[src/rtl/core/b2dd_pkg.sv]
// Package for the binary to decimal digit stream block.
// Holds shared constants, the front state type and the digit count helper.
// No dependencies.
package b2dd_pkg;

    // Default width of the binary value
    localparam int VALUE_WIDTH_DEF = 32;

    // Input bits taken into the converter per cycle
    localparam int BITS_PER_STEP = 4;

    // Depth of the queue between front and back
    localparam int QUEUE_DEPTH = 2;

    // ASCII code of the character zero
    localparam logic [5:0] ASCII_ZERO = 6'd48;

    // Front state machine
    typedef enum logic [1:0] {
        FRONT_IDLE,
        FRONT_CONV,
        FRONT_PUSH
    } front_state_t;

    // Decimal digits needed for a w-bit unsigned value (log10(2) ~ 0.30103)
    function automatic int num_digits(input int w);
        return (w * 30103) / 100000 + 1;
    endfunction

endpackage

[src/rtl/core/b2dd_front.sv]
// Front end: accepts a binary word and converts it to packed BCD,
// four bits per cycle (shift and add-3), then pushes it to the queue.
// Depends on b2dd_pkg.
module b2dd_front #(
    parameter int VALUE_WIDTH = b2dd_pkg::VALUE_WIDTH_DEF
) (
    input  logic                                                aclk,
    input  logic                                                aresetn,
    input  logic                                                s_tvalid,
    output logic                                                s_tready,
    input  logic [VALUE_WIDTH-1:0]                              value,
    output logic                                                push_valid,
    input  logic                                                push_full,
    output logic [4*b2dd_pkg::num_digits(VALUE_WIDTH)-1:0]      push_bcd,
    output logic [$clog2(b2dd_pkg::num_digits(VALUE_WIDTH))-1:0] push_idx
);
    import b2dd_pkg::*;

    localparam int NDIG  = num_digits(VALUE_WIDTH);
    localparam int BW    = 4 * NDIG;
    localparam int IW    = $clog2(NDIG);
    localparam int STEPS = (VALUE_WIDTH + BITS_PER_STEP - 1) / BITS_PER_STEP;
    localparam int PADW  = STEPS * BITS_PER_STEP;
    localparam int CW    = (STEPS > 1) ? $clog2(STEPS) : 1;

    front_state_t    state_reg, state_next;
    logic [PADW-1:0] bin_reg, bin_next;
    logic [BW-1:0]   bcd_reg, bcd_next;
    logic [CW-1:0]   step_reg, step_next;
    logic [PADW-1:0] bin_step;
    logic [BW-1:0]   bcd_step;
    logic [IW-1:0]   top_idx;
    logic            last_step;

    // One conversion step: adjust and shift in BITS_PER_STEP bits
    always_comb begin
        bcd_step = bcd_reg;
        bin_step = bin_reg;
        for (int s = 0; s < BITS_PER_STEP; s++) begin
            for (int d = 0; d < NDIG; d++) begin
                if (bcd_step[4*d +: 4] >= 4'd5) begin
                    bcd_step[4*d +: 4] = bcd_step[4*d +: 4] + 4'd3;
                end
            end
            bcd_step = {bcd_step[BW-2:0], bin_step[PADW-1]};
            bin_step = {bin_step[PADW-2:0], 1'b0};
        end
    end

    // Locate the most significant non-zero digit
    always_comb begin
        top_idx = '0;
        for (int d = 0; d < NDIG; d++) begin
            if (bcd_reg[4*d +: 4] != 4'd0) begin
                top_idx = IW'(d);
            end
        end
    end

    assign last_step = (step_reg == CW'(STEPS - 1));

    // Next state
    always_comb begin
        state_next = state_reg;
        unique case (state_reg)
            FRONT_IDLE: begin
                if (s_tvalid) begin
                    state_next = FRONT_CONV;
                end
            end
            FRONT_CONV: begin
                if (last_step) begin
                    state_next = FRONT_PUSH;
                end
            end
            FRONT_PUSH: begin
                if (!push_full) begin
                    state_next = FRONT_IDLE;
                end
            end
            default: state_next = FRONT_IDLE;
        endcase
    end

    // Outputs and datapath next values
    always_comb begin
        s_tready   = 1'b0;
        push_valid = 1'b0;
        bin_next   = bin_reg;
        bcd_next   = bcd_reg;
        step_next  = step_reg;
        unique case (state_reg)
            FRONT_IDLE: begin
                s_tready  = 1'b1;
                bin_next  = PADW'(value);
                bcd_next  = '0;
                step_next = '0;
            end
            FRONT_CONV: begin
                bin_next  = bin_step;
                bcd_next  = bcd_step;
                step_next = step_reg + CW'(1);
            end
            FRONT_PUSH: begin
                push_valid = 1'b1;
            end
            default: begin
                s_tready = 1'b0;
            end
        endcase
    end

    assign push_bcd = bcd_reg;
    assign push_idx = top_idx;

    // Control state
    always_ff @(posedge aclk) begin
        if (!aresetn) begin
            state_reg <= FRONT_IDLE;
        end else begin
            state_reg <= state_next;
        end
    end

    // Hold datapath words
    always_ff @(posedge aclk) begin
        bin_reg  <= bin_next;
        bcd_reg  <= bcd_next;
        step_reg <= step_next;
    end

endmodule

[src/rtl/core/b2dd_fifo.sv]
// Short queue of converted words between front and back.
// Register-based, one write and one read per cycle.
// Depends on b2dd_pkg.
module b2dd_fifo #(
    parameter int WIDTH = 8
) (
    input  logic             aclk,
    input  logic             aresetn,
    input  logic             push,
    input  logic [WIDTH-1:0] push_data,
    output logic             full,
    input  logic             pop,
    output logic [WIDTH-1:0] pop_data,
    output logic             empty
);
    import b2dd_pkg::*;

    localparam int PW = (QUEUE_DEPTH > 1) ? $clog2(QUEUE_DEPTH) : 1;

    logic [WIDTH-1:0] mem [QUEUE_DEPTH];
    logic [PW-1:0]    wr_ptr_reg, rd_ptr_reg;
    logic [PW:0]      count_reg;
    logic             do_push, do_pop;

    assign full     = (count_reg == (PW+1)'(QUEUE_DEPTH));
    assign empty    = (count_reg == '0);
    assign do_push  = push && !full;
    assign do_pop   = pop && !empty;
    assign pop_data = mem[rd_ptr_reg];

    // Store a word
    always_ff @(posedge aclk) begin
        if (do_push) begin
            mem[wr_ptr_reg] <= push_data;
        end
    end

    // Advance pointers and fill count
    always_ff @(posedge aclk) begin
        if (!aresetn) begin
            wr_ptr_reg <= '0;
            rd_ptr_reg <= '0;
            count_reg  <= '0;
        end else begin
            if (do_push) begin
                wr_ptr_reg <= (wr_ptr_reg == PW'(QUEUE_DEPTH - 1)) ? '0 : wr_ptr_reg + PW'(1);
            end
            if (do_pop) begin
                rd_ptr_reg <= (rd_ptr_reg == PW'(QUEUE_DEPTH - 1)) ? '0 : rd_ptr_reg + PW'(1);
            end
            if (do_push && !do_pop) begin
                count_reg <= count_reg + (PW+1)'(1);
            end else if (do_pop && !do_push) begin
                count_reg <= count_reg - (PW+1)'(1);
            end
        end
    end

endmodule

[src/rtl/core/b2dd_back.sv]
// Back end: takes a BCD word from the queue and sends its digits as
// ASCII, most significant first, one per cycle unless m_tready is low. Depends on b2dd_pkg.
module b2dd_back #(
    parameter int NDIG = 10
) (
    input  logic                    aclk,
    input  logic                    aresetn,
    input  logic                    q_empty,
    input  logic [4*NDIG-1:0]       q_bcd,
    input  logic [$clog2(NDIG)-1:0] q_idx,
    output logic                    q_pop,
    output logic                    m_tvalid,
    input  logic                    m_tready,
    output logic [5:0]              digit_char,
    output logic                    last_digit
);
    import b2dd_pkg::*;

    localparam int IW = $clog2(NDIG);

    logic              busy_reg;
    logic [4*NDIG-1:0] bcd_reg;
    logic [IW-1:0]     idx_reg;
    logic [3:0]        digit;
    logic              sent;

    assign digit      = bcd_reg[4*idx_reg +: 4];
    assign digit_char = ASCII_ZERO + {2'b00, digit};
    assign last_digit = (idx_reg == '0);
    assign m_tvalid   = busy_reg;
    assign sent       = busy_reg && m_tready;
    assign q_pop      = !q_empty && (!busy_reg || (sent && last_digit));

    // Busy flag
    always_ff @(posedge aclk) begin
        if (!aresetn) begin
            busy_reg <= 1'b0;
        end else if (q_pop) begin
            busy_reg <= 1'b1;
        end else if (sent && last_digit) begin
            busy_reg <= 1'b0;
        end
    end

    // Load a new word or step down to the next digit
    always_ff @(posedge aclk) begin
        if (q_pop) begin
            bcd_reg <= q_bcd;
            idx_reg <= q_idx;
        end else if (sent && !last_digit) begin
            idx_reg <= idx_reg - IW'(1);
        end
    end

endmodule

[src/rtl/core/binary_to_decimal_digits.sv]
// Binary to decimal ASCII digit stream, top level.
// Instantiates b2dd_front, b2dd_fifo and b2dd_back; depends on b2dd_pkg.
//
// Usage:
//   s_ channel: one unsigned binary word per handshake (s_tdata).
//   m_ channel: one ASCII digit per word, most significant first, without
//   leading zeros; m_tlast marks the final digit. Zero gives a single '0'.
//   Order: after acceptance the front converts the word, then pushes it into
//   the queue, holding while the queue is full; the back pops it into its
//   output register, from which the first digit is shown.
//   Throughput: the front's pace is set by the four-bit-per-cycle converter;
//   it takes no new input word until it has converted and pushed the last one.
//   The back sends one digit per cycle while m_tready is high, so long numbers
//   are bounded by the output side. A two-entry queue lets front and back run apart.
//   Stall: while m_tready is low the current digit holds; the queue fills,
//   then the front holds its word and s_tready stays low.
//   Reset (aresetn low, synchronous) empties the queue and drops any word
//   in flight.
module binary_to_decimal_digits #(
    parameter int VALUE_WIDTH = b2dd_pkg::VALUE_WIDTH_DEF
) (
    input  logic                                 aclk,
    input  logic                                 aresetn,
    input  logic                                 s_tvalid,
    output logic                                 s_tready,
    input  logic [((VALUE_WIDTH+7)/8)*8-1:0]     s_tdata,   // [VALUE_WIDTH-1:0] value
    output logic                                 m_tvalid,
    input  logic                                 m_tready,
    output logic [7:0]                           m_tdata,   // [5:0] digit_char, [7:6] zero
    output logic                                 m_tlast
);
    import b2dd_pkg::*;

    localparam int NDIG = num_digits(VALUE_WIDTH);
    localparam int BW   = 4 * NDIG;
    localparam int IW   = $clog2(NDIG);
    localparam int EW   = BW + IW;

    logic          push_valid, push_full;
    logic [BW-1:0] push_bcd;
    logic [IW-1:0] push_idx;
    logic [EW-1:0] q_data;
    logic          q_pop, q_empty;
    logic [5:0]    digit_char;

    // Accept and convert
    b2dd_front #(
        .VALUE_WIDTH (VALUE_WIDTH)
    ) u_front (
        .aclk       (aclk),
        .aresetn    (aresetn),
        .s_tvalid   (s_tvalid),
        .s_tready   (s_tready),
        .value      (s_tdata[VALUE_WIDTH-1:0]),
        .push_valid (push_valid),
        .push_full  (push_full),
        .push_bcd   (push_bcd),
        .push_idx   (push_idx)
    );

    // Decouple front from back
    b2dd_fifo #(
        .WIDTH (EW)
    ) u_fifo (
        .aclk      (aclk),
        .aresetn   (aresetn),
        .push      (push_valid),
        .push_data ({push_idx, push_bcd}),
        .full      (push_full),
        .pop       (q_pop),
        .pop_data  (q_data),
        .empty     (q_empty)
    );

    // Serialise digits
    b2dd_back #(
        .NDIG (NDIG)
    ) u_back (
        .aclk       (aclk),
        .aresetn    (aresetn),
        .q_empty    (q_empty),
        .q_bcd      (q_data[BW-1:0]),
        .q_idx      (q_data[EW-1:BW]),
        .q_pop      (q_pop),
        .m_tvalid   (m_tvalid),
        .m_tready   (m_tready),
        .digit_char (digit_char),
        .last_digit (m_tlast)
    );

    assign m_tdata = {2'b00, digit_char};

endmodule

[config.mk]
export PLATFORM = sky130hd
export DESIGN_NAME = binary_to_decimal_digits
export DESIGN_NICKNAME = d
export VERILOG_FILES = /design/src/rtl/core/b2dd_pkg.sv /design/src/rtl/core/b2dd_front.sv /design/src/rtl/core/b2dd_fifo.sv /design/src/rtl/core/b2dd_back.sv /design/src/rtl/core/binary_to_decimal_digits.sv
export SDC_FILE = /design/constraint.sdc
export NUM_CORES = 1
export LEC_CHECK = 0
export BUFFER_PORTS_ARGS = -buffer_cell sky130_fd_sc_hd__buf_2
export CAP_MARGIN = 20
export CORE_MARGIN = 4
export CORE_UTILIZATION = 63
export CTS_CLUSTER_SIZE = 14
export DETAILED_ROUTE_END_ITERATION = 7
export GPL_ROUTABILITY_DRIVEN = 0
export GPL_TIMING_DRIVEN = 1
export PLACE_DENSITY = 0.81
export SYNTH_ARGS = -nofsm -noshare
export SYNTH_HDL_FRONTEND = slang
export SYNTH_SLANG_ARGS = --single-unit
[constraint.sdc]
create_clock -name aclk -period 8.2 [get_ports aclk]
set_clock_uncertainty 0.15 [all_clocks]
set_input_delay 0.41 -clock aclk [delete_from_list [all_inputs] [get_ports aclk]]
set_output_delay 0.41 -clock aclk [all_outputs]
set_load 0.01 [all_outputs]
==> parameters.txt <==
Parameter                              Value

Timing
  Upper clock frequency limit ... 247.4 MHz
  Tmin final ... 4042 ps
  Aggregate negative setup slack ... 0 ps
  Slew @ Worst Pin ... 915.5 ps
  Final-report hold violation count ... 0
  Final setup vio count ... 0
  Unrepaired setup endpoints after global routing ... false
  Post-route worst setup slack ... 4158 ps
  Headroom to the max-slew limit ... 0.3853
  Portion of the clock cycle consumed by the worst path in the final layout ... 0.4930
  Max-slew violation count ... 0

Synthesis
  Post-synthesis sequential element count ... 215
  Sequential area share after synthesis ... 0.5089
  Cell area after synthesis ... 12530 µm²
  Library cells used by synthesis ... 77
  Average cell area after synthesis ... 11.07 µm²
  Post-synth top area share ... 0.4962
  Syn Inst Count ... 1132
  Yosys Warn Count ... 0
  Number of enable flip-flop cells after synthesis ... 207
  Post-synthesis cell type with the largest combined area ... edfxtp_1
  Synth Flop Type ... edfxtp_1
  Top area cells in the synthesized netlist ... edfxtp_1 (50%), mux2_2 (4.5%), ha_1 (4.4%), nand2_1 (3.8%), a21oi_1 (3.4%)
  Share of flip-flops with an asynchronous set or reset ... 0

Power
  Sequential share of power ... 0.318
  Static leakage power ... 0.005110 µW
  Sw Ratio ... 0.3940
  Internal Dissipation ... 3175 µW
  Net Sw Power ... 2064 µW
  Part of the power in combinational logic ... 0.481
  PwrDens ... 381.4 nW/µm²
  Clock network fraction of design power ... 0.201
  VDD IR-drop max ... 0.2195 mV

Placement
  Detailed placer's ending HPWL ... 16.03 mm
  Placement-stage worst setup slack ... 4203 ps
  Buffers on Ports ... 42

Routing
  Vias ... 8709
  Routed length per placed instance ... 16.83 µm
  Number of search-and-repair iterations in the first detailed-routing pass ... 5
  Detailed-route wire length ... 24.28 mm
  Vias per cell ... 6.035
  Number of nets with antenna violations after routing ... 0
  DR iter-0 viols ... 504
  DRC violation count after routing ... 0

Layout
  Final core utilization ... 0.7034
  Nets ... 1243
  Filler Cell Count ... 1355
  Share of final-layout standard cells stronger than drive strength 1 ... 0.1851
  Layout overhead on the synthesized area ... 9.638%
  Diodes inserted ... 0
  Flip-flop count of the largest register, all copies and words added ... 88

CTS
  Number of clock sinks seen by CTS ... 215
  CTS clk-pin slew, worst paths ... 60 ps
  TritonCTS clock tree ... built
  Clock root buffer ... clkbuf_16
  Number of hold-repair buffers added at the cts stage ... 0
  Clk buf depth ... 3
  Clock latency on the worst-skew pair ... 500 ps
  H-tree levels ... 1
  CTS Buf Count ... 23
  CTS-repair resized insts ... 0
  Post-CTS repair timing setup buffer count ... 0

Setup path
  Launching element type of the critical path ... flop
  Worst endpoint required time ... 8280 ps
  Worst reg2reg startpoint ... u_front.push_bcd[32]$_SDFFCE_PN0P_
  Worst setup path class ... flop to flop
  Critical Path AT ... 4120 ps
  Highest net fanout along the worst path ... 6
  Register-to-register setup slack ... 4160 ps
  Reg-to-Reg End ... u_front.push_bcd[37]$_SDFFCE_PN0P_
  Cells on worst reg2reg path ... 19
  Type of element capturing the critical path ... flop

Run
  Max_cap viols ... 0

Global routing
  Via count of the first global-routing pass ... 8315
  Global-route wire length before repair ... 39.74 mm
  Total GRT Usage ... 0.2171
  Most used routing layer in global routing ... met2
  Met1 track demand over resource in global routing ... 0.2934
  Global Route met2 Usage ... 0.3752
  Pin count of the biggest net entering global routing ... 66
  Initial antenna violation count ... 0
  Met3 GRT Util ... 0.02826
  GRT Residual Overflow ... 0

Floorplanning
  Horizontal die dimension ... 149.0 µm
  Total die area ... 22210 µm²
  FP Rows ... 51
  Core region area ... 19530 µm²
  Starting utilization of the core area ... 0.6416
  I/O pin total ... 47
  DIE HEIGHT ... 149.0 µm

Worst hold path
  Number of instances on the worst hold path ... 3
  Launch instance of the worst min-delay path ... s_tdata[10]
  End point of the most critical hold path ... u_front.bin_reg[10]$_DFFE_PP_
  Type of the worst min-delay path ... input pin to flop

Outcome
  Status ... finished clean
[cells in the mapped netlist, types with 19 or more instances]
cell,number
ha_1,44
mux2_2,50
a211oi_1,32
xnor2_1,23
nor3b_1,19
inv_1,51
nor2_1,53
edfxtp_1,207
o21ai_0,40
nand2_1,128
a31oi_1,32
o21ai_1,24
a21oi_1,85
clkbuf_1,31
mux2i_1,28
[kinds of logic (layout without fill, tap and decap cells)]
family	Yosys count	in the layout	share of synthesized area
simple gates	303	303	0.1164
flops	215	215	0.5089
compound gates	330	330	0.1785
buf+inv	110	154	0.03505
mux	91	91	0.08769
other cells	2	4	0.0005994
fa+ha+maj	44	44	0.04394
xor+xnor	37	37	0.02886
[power groups by stage]
stage / combinational [µW] / sequential (µW) / clock [µW]
after floorplan: 2090 / 1580 / 0
after global placement: 2360 / 1690 / 0
after detailed placement: 2460 / 1700 / 0
after CTS: 2490 / 1680 / 1070
after global routing: 2810 / 1690 / 1110
final: 2520 / 1670 / 1050
[critical path: stages (launching register included)]
cell and delay, ps:
edfxtp_1 450, inv_1 100, ha_1 260, nand2b_1 120, nor3b_1 260, a21oi_1 150, inv_1 90, ha_1 160
inv_1 40, a21o_1 140, a31oi_1 400, inv_1 100, ha_1 210, o21ai_0 170, a22o_1 210, ha_1 200
nor2b_1 140, o211a_1 220, xor2_1 150, nor2_1 50
[per-layer routing]
metal  up-vias  part of all wire  routed length, µm
li1       4317                 -                  -
met1      4146              0.45              10920
met2       207              0.48              11770
met3        39             0.045               1090
met4         0             0.021                504
met5         -                 0                  0
[placed cells by master, fill, tap and decap left out, drive strengths merged, types with 9 or more instances in the layout]
| cell type | instances |
|---|---|
| mux2i | 32 |
| ha | 44 |
| nor2 | 53 |
| nand2b | 12 |
| xor2 | 9 |
| o211ai | 13 |
| clkbuf | 27 |
| nand2 | 128 |
| o21ai | 69 |
| a211oi | 32 |
| inv | 63 |
| and2 | 10 |
| nor3 | 12 |
| a21oi | 97 |
| buf | 50 |
| mux2 | 51 |
| a31o | 16 |
| xnor2 | 28 |
| a31oi | 37 |
| or2 | 18 |
| nand3 | 10 |
| nor3b | 19 |
| or3 | 9 |
| edfxtp | 207 |
| nor2b | 15 |
[stage by stage]
stage	std cells	total power (µW)	hold WS [ps]	instance area [µm²]
after floorplan	1134	3666	293.0	12540
after global placement	1402	4056	310.4	12950
after detailed placement	1402	4163	333.9	12950
after CTS	1442	5240	8.692	13720
after global routing	1443	5617	31.26	13740
final	1443	5239	29.23	13740
[cell type report]
class	count	area (µm²)	area share
multi-input cells	809	5738	0.4177
clock buffers	27	590.6	0.04299
flip-flops and latches	215	6377	0.4643
well taps	265	331.6	0.02414
inverters	64	241.5	0.01758
clock inverters	13	173.9	0.01266
repair buffers	50	282.8	0.02059
[worst max path at each step]
stage / startpoint / to
after floorplan: u_front.state_reg[1]$_SDFFE_PN0P_ / u_fifo.mem[0][0]$_DFFE_PP_
after global placement: u_front.push_bcd[0]$_SDFFCE_PN0P_ / u_front.push_bcd[8]$_SDFFCE_PN0P_
after detailed placement: u_front.push_bcd[32]$_SDFFCE_PN0P_ / u_front.push_bcd[37]$_SDFFCE_PN0P_
after CTS: u_front.push_bcd[32]$_SDFFCE_PN0P_ / u_front.push_bcd[37]$_SDFFCE_PN0P_
after global routing: u_front.push_bcd[32]$_SDFFCE_PN0P_ / u_front.push_bcd[37]$_SDFFCE_PN0P_
final: u_front.push_bcd[32]$_SDFFCE_PN0P_ / u_front.push_bcd[37]$_SDFFCE_PN0P_
(Power assumes the default switching activity.)
